--- config.mk ---
export PLATFORM = sky130hd
export DESIGN_NAME = multichannel_pwm_fader
export DESIGN_NICKNAME = d
export VERILOG_FILES = /design/src/hw/rtl/mpf_pkg.sv /design/src/hw/rtl/mpf_lane.sv /design/src/hw/rtl/multichannel_pwm_fader.sv
export SDC_FILE = /design/constraint.sdc
export NUM_CORES = 1
export LEC_CHECK = 0
export BUFFER_PORTS_ARGS = -buffer_cell sky130_fd_sc_hd__buf_2
export CAP_MARGIN = 10
export CORE_MARGIN = 8
export CORE_UTILIZATION = 61
export CTS_CLUSTER_DIAMETER = 120
export DETAILED_ROUTE_END_ITERATION = 10
export PLACE_DENSITY_LB_ADDON = 0.1
export SLEW_MARGIN = 40
export SYNTH_ARGS = -nofsm -noshare
export SYNTH_HDL_FRONTEND = slang
export SYNTH_SLANG_ARGS = --single-unit
export TNS_END_PERCENT = 50
--- constraint.sdc ---
create_clock -name clk -period 4.1 [get_ports clk]
set_input_delay 0.41 -clock clk [delete_from_list [all_inputs] [get_ports clk]]
set_output_delay 0.41 -clock clk [all_outputs]
set_load 0.005 [all_outputs]
--- src/hw/rtl/mpf_pkg.sv ---
// Shared types and constants for the multichannel PWM fader.
package mpf_pkg;

  localparam int unsigned CHANNELS_DEF = 4;
  localparam int unsigned CHAN_W = 2;
  localparam int unsigned DUTY_W = 8;
  localparam int unsigned PIN_W = 4;
  localparam logic [DUTY_W-1:0] FADE_MASK_RESET = 8'h80;
  localparam logic [DUTY_W-1:0] PHASE_STEP = 8'd2;

  typedef enum logic {
    KIND_TICK = 1'b0,
    KIND_SET  = 1'b1
  } kind_t;

  typedef struct packed {
    logic              tick;
    logic              set;
    logic [DUTY_W-1:0] duty;
  } lane_ctrl_t;

endpackage

--- src/hw/rtl/mpf_lane.sv ---
// One PWM channel: duty ramp, phase and fade counters, active flag.
module mpf_lane (
  input  logic                      clk,
  input  logic                      rst,
  input  logic [mpf_pkg::DUTY_W-1:0] fade_mask,
  input  mpf_pkg::lane_ctrl_t       ctrl,
  output logic                      pin,
  output logic                      active_next
);
  import mpf_pkg::*;

  logic [DUTY_W-1:0] actual_duty, actual_duty_next;
  logic [DUTY_W-1:0] target_duty;
  logic [DUTY_W-1:0] phase_count;
  logic [DUTY_W-1:0] fade_count;
  logic              channel_active;
  logic              fade_hit;

  always_comb begin
    fade_hit         = (fade_count & fade_mask) != '0;
    actual_duty_next = actual_duty;
    active_next      = channel_active;
    if (fade_hit) begin
      if (actual_duty < target_duty) begin
        actual_duty_next = actual_duty + 1'b1;
      end else if (actual_duty > target_duty) begin
        actual_duty_next = actual_duty - 1'b1;
      end else if (target_duty == '0) begin
        active_next = 1'b0;
      end
    end
    pin = phase_count < actual_duty_next;
  end

  always_ff @(posedge clk) begin
    if (rst) begin
      actual_duty    <= '0;
      target_duty    <= '0;
      phase_count    <= '0;
      fade_count     <= '0;
      channel_active <= 1'b0;
    end else if (ctrl.set) begin
      target_duty <= ctrl.duty;
      if (ctrl.duty != '0) begin
        channel_active <= 1'b1;
      end
    end else if (ctrl.tick) begin
      actual_duty    <= actual_duty_next;
      channel_active <= active_next;
      phase_count    <= phase_count + PHASE_STEP;
      fade_count     <= fade_hit ? DUTY_W'(1) : fade_count + 1'b1;
    end
  end

endmodule

--- src/hw/rtl/multichannel_pwm_fader.sv ---
// Top level of the multichannel PWM fader: request register, lanes, result register.
//
// Input channel (in_valid/in_stall): kind 0 is a timer tick, kind 1 writes
// duty_value as the target of one channel. A request is taken at an edge
// with in_valid high and in_stall low. Set-duty requests give no result,
// nor do ticks while the block is stopped. A tick while running gives one
// result: pin_levels (bit i = channel i) and still_running.
// Output channel (out_valid/out_stall): the result is held while out_stall
// is high; the input stalls only while a tick waits in the request register
// and the result register is full with out_stall high.
// A tick passes the request register, then the result register. Throughput:
// one request per cycle unless stalled; all channels update side by side in
// the single stage between the request register and the result register.
// Config (cfg_valid/cfg_ready): cfg_fade_mask, always ready, write only
// while idle.
// Reset (rst, synchronous): all channel state cleared, block stopped,
// fade mask 0x80, no result pending.
module multichannel_pwm_fader #(
  parameter int unsigned CHANNELS = mpf_pkg::CHANNELS_DEF
) (
  input  logic                       clk,
  input  logic                       rst,
  input  logic                       in_valid,
  output logic                       in_stall,
  input  logic                       kind,
  input  logic [mpf_pkg::CHAN_W-1:0] channel,
  input  logic [mpf_pkg::DUTY_W-1:0] duty_value,
  output logic                       out_valid,
  input  logic                       out_stall,
  output logic [mpf_pkg::PIN_W-1:0]  pin_levels,
  output logic                       still_running,
  input  logic                       cfg_valid,
  output logic                       cfg_ready,
  input  logic [mpf_pkg::DUTY_W-1:0] cfg_fade_mask
);
  import mpf_pkg::*;

  logic              req_valid;
  kind_t             req_kind;
  logic [CHAN_W-1:0] req_channel;
  logic [DUTY_W-1:0] req_duty;
  logic [DUTY_W-1:0] fade_mask;
  logic              running;
  logic              advance;
  logic              do_tick;
  logic [CHANNELS-1:0] pin_vec;
  logic [CHANNELS-1:0] active_vec;
  logic [PIN_W-1:0]  pins_next;

  assign cfg_ready = 1'b1;
  assign advance   = req_valid && (req_kind == KIND_SET || !out_valid || !out_stall);
  assign do_tick   = advance && req_kind == KIND_TICK && running;
  assign in_stall  = req_valid && !advance;

  for (genvar i = 0; i < CHANNELS; i++) begin : g_lane
    lane_ctrl_t ctrl;
    always_comb begin
      ctrl.tick = do_tick;
      ctrl.duty = req_duty;
      ctrl.set  = 1'b0;
      if (i < (1 << CHAN_W)) begin
        ctrl.set = advance && req_kind == KIND_SET && req_channel == CHAN_W'(i);
      end
    end
    mpf_lane u_lane (
      .clk         (clk),
      .rst         (rst),
      .fade_mask   (fade_mask),
      .ctrl        (ctrl),
      .pin         (pin_vec[i]),
      .active_next (active_vec[i])
    );
  end

  for (genvar b = 0; b < PIN_W; b++) begin : g_pin
    if (b < CHANNELS) begin : g_on
      assign pins_next[b] = pin_vec[b];
    end else begin : g_off
      assign pins_next[b] = 1'b0;
    end
  end

  always_ff @(posedge clk) begin
    if (rst) begin
      req_valid <= 1'b0;
      out_valid <= 1'b0;
      running   <= 1'b0;
      fade_mask <= FADE_MASK_RESET;
    end else begin
      if (cfg_valid && cfg_ready) begin
        fade_mask <= cfg_fade_mask;
      end
      if (!in_stall) begin
        req_valid <= in_valid;
      end
      if (do_tick) begin
        out_valid <= 1'b1;
        running   <= |active_vec;
      end else if (!out_stall) begin
        out_valid <= 1'b0;
      end
      if (advance && req_kind == KIND_SET && req_duty != '0 &&
          32'(req_channel) < CHANNELS) begin
        running <= 1'b1;
      end
    end
  end

  always_ff @(posedge clk) begin
    if (in_valid && !in_stall) begin
      req_kind    <= kind_t'(kind);
      req_channel <= channel;
      req_duty    <= duty_value;
    end
    if (do_tick) begin
      pin_levels    <= pins_next;
      still_running <= |active_vec;
    end
  end

endmodule

-- After elaboration in Yosys (flattened, before gate mapping)
Index checks and enable logic that the tools add are counted.
- register bits after elaboration: 159
- bits in latches: 0
- memory bits (writable): 0
- ROM bits: 0
- input port bits: 24
- output and inout bits: 8
- memories kept: 0
- $add $sub $neg: 16
- multiply operators: 0
- divide/modulo/power cells: 0
- magnitude comparators: 12
- equality and inequality tests: 8
- shifts and indexed selects: 0
- multiplexer cells: 45
- bitwise operators: 9
- reductions and logical operators: 41
- operator list (cell ; count):
    2-to-1 mux 8 bit ; 16
    adder 8 x 1 -> 8 bit, second input constant ; 8
    < comparator 8 bit ; 8
    nonzero test 8 bit ; 5
    adder 8 x 2 -> 8 bit, second input constant ; 4
    bitwise AND 8 bit ; 4
    greater-than comparator 8 bit ; 4
    logical NOT 8 bit ; 4
    subtractor 8 x 1 -> 8 bit, second input constant ; 4
    2-to-1 mux 1 bit ; 29
    AND reduction 2 bit ; 8
    logical AND 1 bit ; 11
    inequality test 2 x 1 -> 1 bit, second input constant ; 5
    nonzero test 2 bit ; 5
    NOT 1 bit ; 5
    == test 2 bit, second input constant ; 2
    logical NOT 1 bit ; 4
    OR reduction 4 bit ; 1
    == test 2 x 1 -> 1 bit, second input constant ; 1
    logical NOT 2 bit ; 1
    logical OR 1 bit ; 2

-- Logic depth before layout (Yosys ltp)
Gate-level depths: netlist (run 1).
- word-level depth: 8
- gate-level depth with buffers: 16

-- By module
A second synthesis (run 1) with hierarchy kept.
- cell total of the unflattened synthesis: 1120
- area total of the unflattened synthesis: 9718.1 um2
- modules (own cells, without submodules) (module ; instances ; cells an instance ; area each (um2)):
    mpf_lane (g_lane[0].u_lane ...) ; 3 ; 263 ; 2187.1
    mpf_lane (g_lane[3].u_lane) ; 1 ; 260 ; 2185.8
    multichannel_pwm_fader ; 1 ; 71 ; 970.9

-- Least setup slack after synthesis (run 1)
OpenSTA, ideal clock, no wires.
- path type: register to register
- start: register g_lane[1].u_lane.actual_duty[1]
- end: register pin_levels[1] in the netlist's numbering (data pin)
- arrival time: 2.796 ns
- required time: 3.969 ns
- path slack: 1.173 ns
- stages on the path, launching flop included: 13
- path buffers: 0
- period minus slack after synthesis: 2.927 ns
- path through: dfxtp_1 -> ha_1 -> nor2b_1 -> o211ai_2 -> a21oi_1 -> or4b_1 -> a21oi_1 -> xnor2_1 -> ha_1 -> a21o_1 -> a21o_1 -> a211oi_1 -> o31a_1
- word-level cells in the longest chain between the ends: 5
- ends and longest elaborated chain (item ; RTL line ; source):
    start: declaration ; mpf_lane.sv:12 ; logic [DUTY_W-1:0] actual_duty, actual_duty_next;
    start signal: assignment ; mpf_lane.sv:48 ; actual_duty <= actual_duty_next;
    subtractor 8 x 1 -> 8 bit / greater-than comparator 8 bit (equally long branches) ; mpf_lane.sv:27, mpf_lane.sv:26 ;
    2-to-1 mux 8 bit ; mpf_lane.sv:26 ; end else if (actual_duty > target_duty) begin
    2-to-1 mux 8 bit ; mpf_lane.sv:24 ; if (actual_duty < target_duty) begin
    2-to-1 mux 8 bit * ; mpf_lane.sv:23 ; if (fade_hit) begin
    < comparator 8 bit * ; mpf_lane.sv:32 ; pin = phase_count < actual_duty_next;
    via g_lane[1].u_lane.pin ; mpf_lane.sv:7 ; output logic pin,
    end signal: assignment ; multichannel_pwm_fader.sv:116 ; pin_levels <= pins_next;
    end: declaration ; multichannel_pwm_fader.sv:30 ; output logic [mpf_pkg::PIN_W-1:0] pin_levels,
The timed path passes the listed nets; every way through them passes the cells marked *.
A chain may end at the register's enable or synchronous reset.

-- Final worst setup path (run 1)
Same ends and word-level chain as after synthesis.

==> impl_metrics.tcl, run 1 <==
set metrics [dict create \
    initial_utilization_pct 61.5 \
    hold_violations 0 \
    final_layout_size_suffix_gt1_share_pct 9.51 \
    postRouteAntennaNets 0 \
    drc 0 \
    crit_path_max_incr_delay_ns 0.55 \
    max_freq_mhz 293 \
    grt_pass1_vias 7439 \
    reg2reg_from "g_lane[1].u_lane.actual_duty[1]" \
    via_per_inst 6.03 \
    gr-usage-all-layers_pct 21.6 \
    antenna_found_initial 0 \
    crit_start "g_lane[1].u_lane.actual_duty[1]" \
    synth.distinct_cells 60 \
    synth_xor_area_share_pct 6.85 \
    end_kind "flip-flop" \
    cp_num_buf_inv 0 \
    drtIter0Drc 606 \
    cts.hold.buffers_added 0 \
    synthAdderAreaFrac_pct 10.3 \
    final_cell_mix "dfxtp_1 (139), nand2_1 (118), a21oi_1 (116)" \
    start_kind "flip-flop" \
    first_pass_iters 5 \
    cpMaxStageDelayCell "or4b_1" \
    max_cap_violations 0 \
    core_area_sq_um 15000 \
    synth.top_cell.area_share_pct 30.2 \
    outcome "completed" \
    cts_sinks 155 \
    worstMarginPinSlew_ns 0.710 \
    clock-root-buffer "clkbuf_16" \
    endpoint "pin_levels[1]" \
    die_x_um 139 \
    hold_ws_ns 0.156 \
    power.leakage_nw 3.78 \
    reg2reg_slack_ns 0.68 \
    drt_wl_total_mm 21.0 \
    cts_tree "done" \
    post_synth_and_or_nand_nor_area_fraction_pct 24.0 \
    rsz0062_at_grt "no" \
    arrival_ns 3.71 \
    synth_edf_count 16 \
    grt_pass1_wl_mm 35.4 \
    cts.path.max_buffers 2 \
    power_density_nw_per_um2 343 \
    post_drt_wl_per_cell_um 16.0 \
    synth_warnings 0 \
    timing.rr.end "pin_levels[1]" \
    total_power_mw 3.44 \
    rows 45 \
    cts-resized-gates 0 \
    synth_compound_area_share_pct 16.3 \
    synthTopCellsByArea "dfxtp_1 (30%), ha_1 (10%), a21oi_1 (6.3%)" \
    htree_num_levels 4 \
    syn_to_final_growth_pct 9.20 \
    diodes 0 \
    fp.dieArea_sq_um 19300 \
    skew_ns 0.00637 \
    dp_hpwl_mm 14.5 \
    cts_buffers 17 \
    worstPathMaxFanout 12 \
    clk_pin_slew_worst_paths_ns 0.07 \
    vias 7911 \
    n_fill_cell 1279 \
    synth_nets 1205 \
    synth_area_sq_um 9210 \
    die_h_um 139 \
    portBuffers 30 \
    worstSetupPathType "reg -> reg" \
    worstPathCellList "ha_1 > nor2b_1 > o211ai_2 > a21oi_1 > or4b_1 > a21oi_1 > xnor2_1 > ha_1 > a21o_1 > a21o_1 > a211oi_1 > o31a_1" \
    critical_path_required_ns 4.39 \
    async_flop_share_pct 0 \
    yosysSeqAreaShare_pct 35.4 \
    period_minus_slack_ns 3.42 \
    insertion_delay_ns 0.43 \
    synth_top_family_by_area "simple AND/OR/NAND/NOR gates" \
    irDropWorstVdd_mv 0.354 \
    yosys.area.top_type "dfxtp_1" \
    reg2reg_depth 12 \
    synthesis.area_per_instance_sq_um 8.33 \
    period_share_pct 83.3 \
    post_cts.repair.setup_buffers 0 \
    synthMuxAreaShare_pct 3.09 \
    synth_ff_type "dfxtp_1" \
    min_path_type "in -> reg" \
    slew_headroom_pct 52.7 \
    place.gp.congestion 0.892 \
    nets 1212 \
    crit_family "compound AO/OA/AOI/OAI gates" \
    overflow 0 \
    postSynthCellCount 1105 \
    layout_commonest_cell "dfxtp_1" \
    ys_ff_latch 155 \
    drv_slew 0 \
    path_depth 12 \
    fin_setup_tns_ns 0 \
    io_pins 32 \
    grt_start_max_net_pins 81 \
    setup_viol 0 \
]
## metal layers
metal / global-route usage [%] / up-vias / routed length, um
met3: 4.23 / 28 / 980
met1: 28.1 / 3660 / 9930
met2: 35.9 / 208 / 9740
li1: - / 4015 / -
met4: 5.95 / 0 / 324
met5: 0 / - / 0
## cell type report
cell class,instances,area [sq um],area share [%]
inverters,40,150,1.49
multi-input cells,863,5590,55.6
clock buffers,19,454,4.52
flip-flops and latches,155,3260,32.5
well taps,188,235,2.34
clock inverters,13,155,1.54
repair buffers,35,206,2.05
## through the flow
stage          area [sq um]  cells  util (%)  worst slack (ns)
5_1_grt               10100   1313      67.1             0.414
3_3_place_gp           9430   1281      62.9             0.818
2_1_floorplan          9210   1105         -              1.17
4_1_cts               10000   1313      67.1             0.756
3_5_place_dp           9430   1281      63.0             0.781
6_report              10100   1313      67.1             0.684
## registers in the layout, indices dropped and copies added, names as in the netlist
register / flops
fade_mask: 8
g_lane.u_lane.actual_duty: 32
g_lane.u_lane.channel_active: 4
g_lane.u_lane.fade_count: 32
g_lane.u_lane.phase_count: 28
g_lane.u_lane.target_duty: 32
out_valid: 1
pin_levels: 4
req_channel: 2
req_duty: 8
req_kind: 1
req_valid: 1
running: 1
still_running: 1
## where the power goes
part / switching [mW] / internal, mW
Sequential: 0.0378 / 1.56
Clock: 0.678 / 0.950
Combinational: 0.144 / 0.0745
## synthesized netlist by cell type, types with 3 or more instances
master and n:
o21a_1 7, nand2_1 118, and3_1 19, o2111ai_1 8, nand4b_1 3, buf_2 10, nand3_1 45, nor4_1 19
mux2i_1 7, or4_1 3, xnor2_1 33, dfxtp_1 139, buf_1 3, and2_1 4, o31a_1 4, or3_1 16
nor2b_1 25, edfxtp_1 16, nor3_1 38, mux2_2 19, o21ai_1 3, nand2b_1 3, nand4_1 43, clkbuf_1 29
a31oi_1 10, a211oi_1 6, o21ai_0 28, a21oi_1 116, xor2_1 39, and4_4 3, ha_1 76, buf_6 3
a21oi_2 5, o211ai_1 12, or2_2 3, nor2_1 91, inv_1 39, a22oi_1 21, a21o_1 13
## kinds of logic after synthesis
group	after synthesis
buffers and inverters	87
flip-flops	155
AO/OA/AOI/OAI	245
adder cells (fa/ha/maj)	76
other	1
AND/OR/NAND/NOR	443
multiplexers	26
XOR/XNOR	72
## worst register-to-register path, cell delays in order, from the launching register on
cell	delay [ns]
dfxtp_1	0.48
ha_1	0.31
nor2b_1	0.14
o211ai_2	0.17
a21oi_1	0.25
or4b_1	0.55
a21oi_1	0.20
xnor2_1	0.15
ha_1	0.27
a21o_1	0.17
a21o_1	0.17
a211oi_1	0.24
o31a_1	0.18
## how the worst min path moves through the flow
stage	startpoint	slack, ns	cells after the start	endpoint
6_report	duty_value[4]	0.16	1	req_duty[4]
5_1_grt	kind	0.14	1	req_kind
4_1_cts	kind	0.15	1	req_kind
3_5_place_dp	g_lane[2].u_lane.target_duty[2]	0.46	2	g_lane[2].u_lane.target_duty[2]
3_3_place_gp	g_lane[0].u_lane.channel_active	0.45	2	g_lane[0].u_lane.channel_active
2_1_floorplan	g_lane[2].u_lane.channel_active	0.45	2	g_lane[2].u_lane.channel_active
Note: power is estimated with default switching activity, not from simulation.
==> run 2: changes to the inputs <==
CORE_UTILIZATION = 57   (was 61)
clock period = 2.9 ns   (was 4.1 ns; I/O delays follow)
==> impl_metrics.tcl, run 2 (synthesized netlist as in run 1, its figures left out) <==
set metrics [dict create \
    outcome "finished, violations left" \
    violations "negative setup slack" \
    nets 1298 \
    postRouteAntennaNets 0 \
    final_cell_mix "dfxtp_1 (129), nand2_1 (117), a21oi_1 (102)" \
    htree_num_levels 4 \
    period_share_pct 100 \
    first_pass_iters 5 \
    cts_tree "done" \
    layout_commonest_cell "dfxtp_1" \
    via_per_inst 5.87 \
    dp_slack_ns -0.126 \
    power_density_nw_per_um2 434 \
    worstPathMaxFanout 4 \
    slew_headroom_pct 61.4 \
    drv_slew 0 \
    clk_pin_slew_worst_paths_ns 0.06 \
    cts.hold.buffers_added 0 \
    reg2reg_depth 13 \
    antenna_found_initial 0 \
    dp_hpwl_mm 15.1 \
    vias 8381 \
    io_pins 32 \
    arrival_ns 3.20 \
    start_kind "flip-flop" \
    post_drt_wl_per_cell_um 15.8 \
    crit_start "g_lane[1].u_lane.target_duty[1]" \
    irDropWorstVdd_mv 0.488 \
    hold_ws_ns 0.0415 \
    critical_path_required_ns 3.19 \
    initial_utilization_pct 58.2 \
    drt_wl_total_mm 22.6 \
    syn_to_final_growth_pct 19.4 \
    diodes 0 \
    reg2reg_slack_ns -0.008 \
    cts_sinks 155 \
    timing.rr.end "pin_levels[1]" \
    grt_pass1_vias 7661 \
    max_cap_violations 0 \
    hold_violations 0 \
    n_fill_cell 1248 \
    grt_start_max_net_pins 71 \
    min_path_type "in -> reg" \
    drc 0 \
    fin_cells 1427 \
    worstSetupPathType "reg -> reg" \
    multi_input_comb_area_sq_um 5870 \
    max_freq_mhz 344 \
    die_x_um 143 \
    core_area_sq_um 15800 \
    die_h_um 143 \
    cts.path.max_buffers 2 \
    end_kind "flip-flop" \
    gr-usage-all-layers_pct 21.6 \
    power.leakage_nw 4.23 \
    clock-root-buffer "clkbuf_16" \
    rsz0062_at_grt "yes" \
    overflow 0 \
    period_minus_slack_ns 2.91 \
    place.gp.congestion 0.901 \
    setup_viol 2 \
    fin_area_sq_um 11000 \
    placed_area_sq_um 9970 \
    rows 46 \
    worstMarginPinSlew_ns 0.577 \
    insertion_delay_ns 0.42 \
    skew_ns 0.00759 \
    reg2reg_from "g_lane[1].u_lane.target_duty[1]" \
    drtIter0Drc 627 \
    fp.dieArea_sq_um 20500 \
    portBuffers 30 \
    final_layout_size_suffix_gt1_share_pct 20.5 \
    total_power_mw 4.77 \
    endpoint "pin_levels[1]" \
    grt_pass1_wl_mm 36.5 \
    cts_buffers 17 \
    seqCellArea_sq_um 3280 \
    setup_ws_ns -0.00779 \
    place_inst 1374 \
    reg.largest.list "g_lane.u_lane.actual_duty: 32 flops, g_lane.u_lane.fade_count: 32 flops, g_lane.u_lane.target_duty: 32 flops" \
]
## run 2: power by group
group          switching [mW]  internal (mW)
registers              0.0513           2.21
clock network           0.925           1.18
logic                   0.237          0.174
## run 2: how the worst min path moves through the flow
stage,from,end,slack [ns],cells after the start
finish,duty_value[2],req_duty[2],0.04,1
global route,duty_value[7],req_duty[7],0.02,1
CTS,duty_value[0],req_duty[0],0.03,1
detailed placement,g_lane[0].u_lane.target_duty[3],g_lane[0].u_lane.target_duty[3],0.47,2
global placement,g_lane[2].u_lane.channel_active,g_lane[2].u_lane.channel_active,0.46,2
floorplan,channel[0],req_channel[0],0.39,0
## run 2: metal layers
metal	global-route usage, %	share of wire [%]	up-vias
met5	0	0	-
met4	5.70	1.1	0
met3	4.54	5.0	24
met2	34.3	46	222
met1	29.1	48	3945
li1	-	-	4190
## run 2: area by class of cell
type | instances | share of cell area [%]
tap | 216 | 2.46
timing repair buffer | 121 | 7.95
sequential | 155 | 29.8
multi-input combinational | 863 | 53.4
clock inverter | 15 | 1.13
clock buffer | 17 | 3.87
inverter | 40 | 1.37
## run 2: through the flow
step | utilization, % | setup TNS, ns
2_1_floorplan | - | 0
3_3_place_gp | 63.0 | -0.0920
3_5_place_dp | 63.0 | -0.187
4_1_cts | 67.4 | -0.0183
5_1_grt | 69.4 | -0.562
6_report | 69.4 | -0.0139
## run 2: worst max-delay path: stages (launching register included)
cell and delay, ns:
dfxtp_2 0.34, inv_2 0.05, ha_4 0.21, nor2b_4 0.12
o211ai_2 0.20, a21oi_4 0.10, or4b_4 0.50, a21oi_2 0.16
xnor2_1 0.12, ha_1 0.26, a21o_1 0.18, a21o_1 0.16
a211oi_2 0.22, o31a_1 0.16
## run 2: timing repair
action / CTS / global route
resized for setup: 23 / 48
buffers inserted: 8 / 13
setup endpoints to repair: 4 / 4
cloned: 0 / 0
endpoints found under the hold margin: 0 / 0
pin swaps: 14 / 57
==> run 3: changes to the inputs <==
CTS_CLUSTER_SIZE = 8   (was default)
SETUP_SLACK_MARGIN = 0.02   (was default)
==> impl_metrics.tcl, run 3 (synthesized netlist as in run 1, its figures left out) <==
set metrics [dict create \
    portBuffers 30 \
    hold_violations 0 \
    outcome "completed" \
    insertion_delay_ns 0.42 \
    max_freq_mhz 348 \
    arrival_ns 3.17 \
    core_area_sq_um 15800 \
    power.leakage_nw 4.38 \
    drt_wl_total_mm 23.7 \
    worstPathMaxFanout 3 \
    rows 46 \
    gr-usage-all-layers_pct 22.5 \
    die_x_um 143 \
    cts.path.max_buffers 2 \
    dp_hpwl_mm 16.0 \
    multi_input_comb_area_sq_um 6000 \
    power_density_nw_per_um2 431 \
    skew_ns 0.00848 \
    total_power_mw 4.85 \
    vias 8493 \
    final_cell_mix "dfxtp_1 (121), nand2_1 (117), buf_4 (102)" \
    critical_path_required_ns 3.20 \
    initial_utilization_pct 58.2 \
    start_kind "flip-flop" \
    period_share_pct 99.2 \
    post_drt_wl_per_cell_um 16.4 \
    nets 1313 \
    end_kind "flip-flop" \
    irDropWorstVdd_mv 0.462 \
    drtIter0Drc 548 \
    place.gp.congestion 0.928 \
    clock-root-buffer "clkbuf_16" \
    final_layout_size_suffix_gt1_share_pct 24.2 \
    rsz0062_at_grt "yes" \
    drv_slew 0 \
    cts_tree "done" \
    die_h_um 143 \
    diodes 0 \
    max_cap_violations 0 \
    setup_ws_ns 0.0236 \
    period_minus_slack_ns 2.88 \
    syn_to_final_growth_pct 22.2 \
    io_pins 32 \
    grt_pass1_wl_mm 37.7 \
    seqCellArea_sq_um 3290 \
    cts_sinks 155 \
    n_fill_cell 1223 \
    overflow 0 \
    worstSetupPathType "reg -> reg" \
    postRouteAntennaNets 0 \
    finalCoreUtilization_pct 71.1 \
    clk_pin_slew_worst_paths_ns 0.06 \
    grt_pass1_vias 7893 \
    drc 0 \
    via_per_inst 5.89 \
    cts.hold.buffers_added 0 \
    placed_area_sq_um 10000 \
    dp_slack_ns -0.120 \
    cts_buffers 17 \
    slew_headroom_pct 60.3 \
    layout_commonest_cell "dfxtp_1" \
    first_pass_iters 5 \
    worstMarginPinSlew_ns 0.592 \
    reg.largest.list "g_lane.u_lane.actual_duty: 32 flops, g_lane.u_lane.fade_count: 32 flops, g_lane.u_lane.target_duty: 32 flops" \
    antenna_found_initial 0 \
    fp.dieArea_sq_um 20500 \
    min_path_type "in -> reg" \
    fin_area_sq_um 11300 \
    grt_start_max_net_pins 60 \
    htree_num_levels 4 \
    setup_viol 0 \
]
## run 3: changes by cell type in the layout (fill, tap and decap cells not counted), moves of 4 or more
| cell | change |
|---|---|
| a21oi_2 | +8 |
| ha_1 | -5 |
| buf_4 | +13 |
| clkinv_1 | -4 |
| buf_6 | +4 |
| dfxtp_2 | +8 |
| a21oi_1 | -8 |
| dfxtp_1 | -8 |
| ha_4 | +4 |
## run 3: area by class of cell
type / count / area share [%]
Multi-Input combinational cell: 863 / 53.4
Sequential cell: 155 / 29.2
Timing Repair Buffer: 136 / 8.67
Clock buffer: 19 / 4.03
Tap cell: 216 / 2.40
Inverter: 40 / 1.33
Clock inverter: 12 / 1.00
## run 3: critical path: stages, from the launching register on
cell	delay [ns]
dfxtp_1	0.31
inv_1	0.11
ha_1	0.24
nor2b_4	0.06
o211ai_1	0.38
a21o_1	0.25
nand4_1	0.16
a21oi_2	0.18
xnor2_1	0.15
ha_1	0.27
a21o_1	0.16
a21o_1	0.16
a211oi_2	0.17
o31a_1	0.15
## run 3: final timing paths
kind	startpoint	end	slack, ns	depth (start not counted)
setup / recovery	g_lane[3].u_lane.actual_duty[0]	pin_levels[3]	0.02	13
hold / removal	duty_value[5]	req_duty[5]	0.04	1
setup reg to reg	g_lane[3].u_lane.actual_duty[0]	pin_levels[3]	0.02	13
hold reg to reg	g_lane[2].u_lane.target_duty[7]	g_lane[2].u_lane.target_duty[7]	0.47	2
## run 3: layer usage
layer | global-route usage [%] | up-vias | routed length (um)
li1 | - | 4222 | -
met1 | 29.5 | 4018 | 11000
met2 | 36.2 | 221 | 11200
met3 | 4.37 | 32 | 1140
met4 | 7.27 | 0 | 380
met5 | 0 | - | 0
## run 3: what timing repair did
action | 4_1_cts | 5_1_grt
cloned | 0 | 0
endpoints found under the setup margin | 4 | 4
pin swaps | 24 | 78
gates resized for setup | 26 | 84
hold endpoints to repair | 0 | 0
buffers inserted | 8 | 19
## run 3: where the power goes
group	total (mW)	switching, mW	internal, mW
Sequential	2.26	0.0514	2.21
Clock	2.16	0.930	1.23
Combinational	0.434	0.246	0.188
## run 3: metrics by stage
step,hold slack (ns),TNS (ns),std cells
after floorplan,0.389,0,1105
after global placement,0.458,-0.0392,1383
after detailed placement,0.464,-0.142,1383
after CTS,0.0254,0,1422
after global routing,0.0220,-0.437,1441
final,0.0376,0,1441
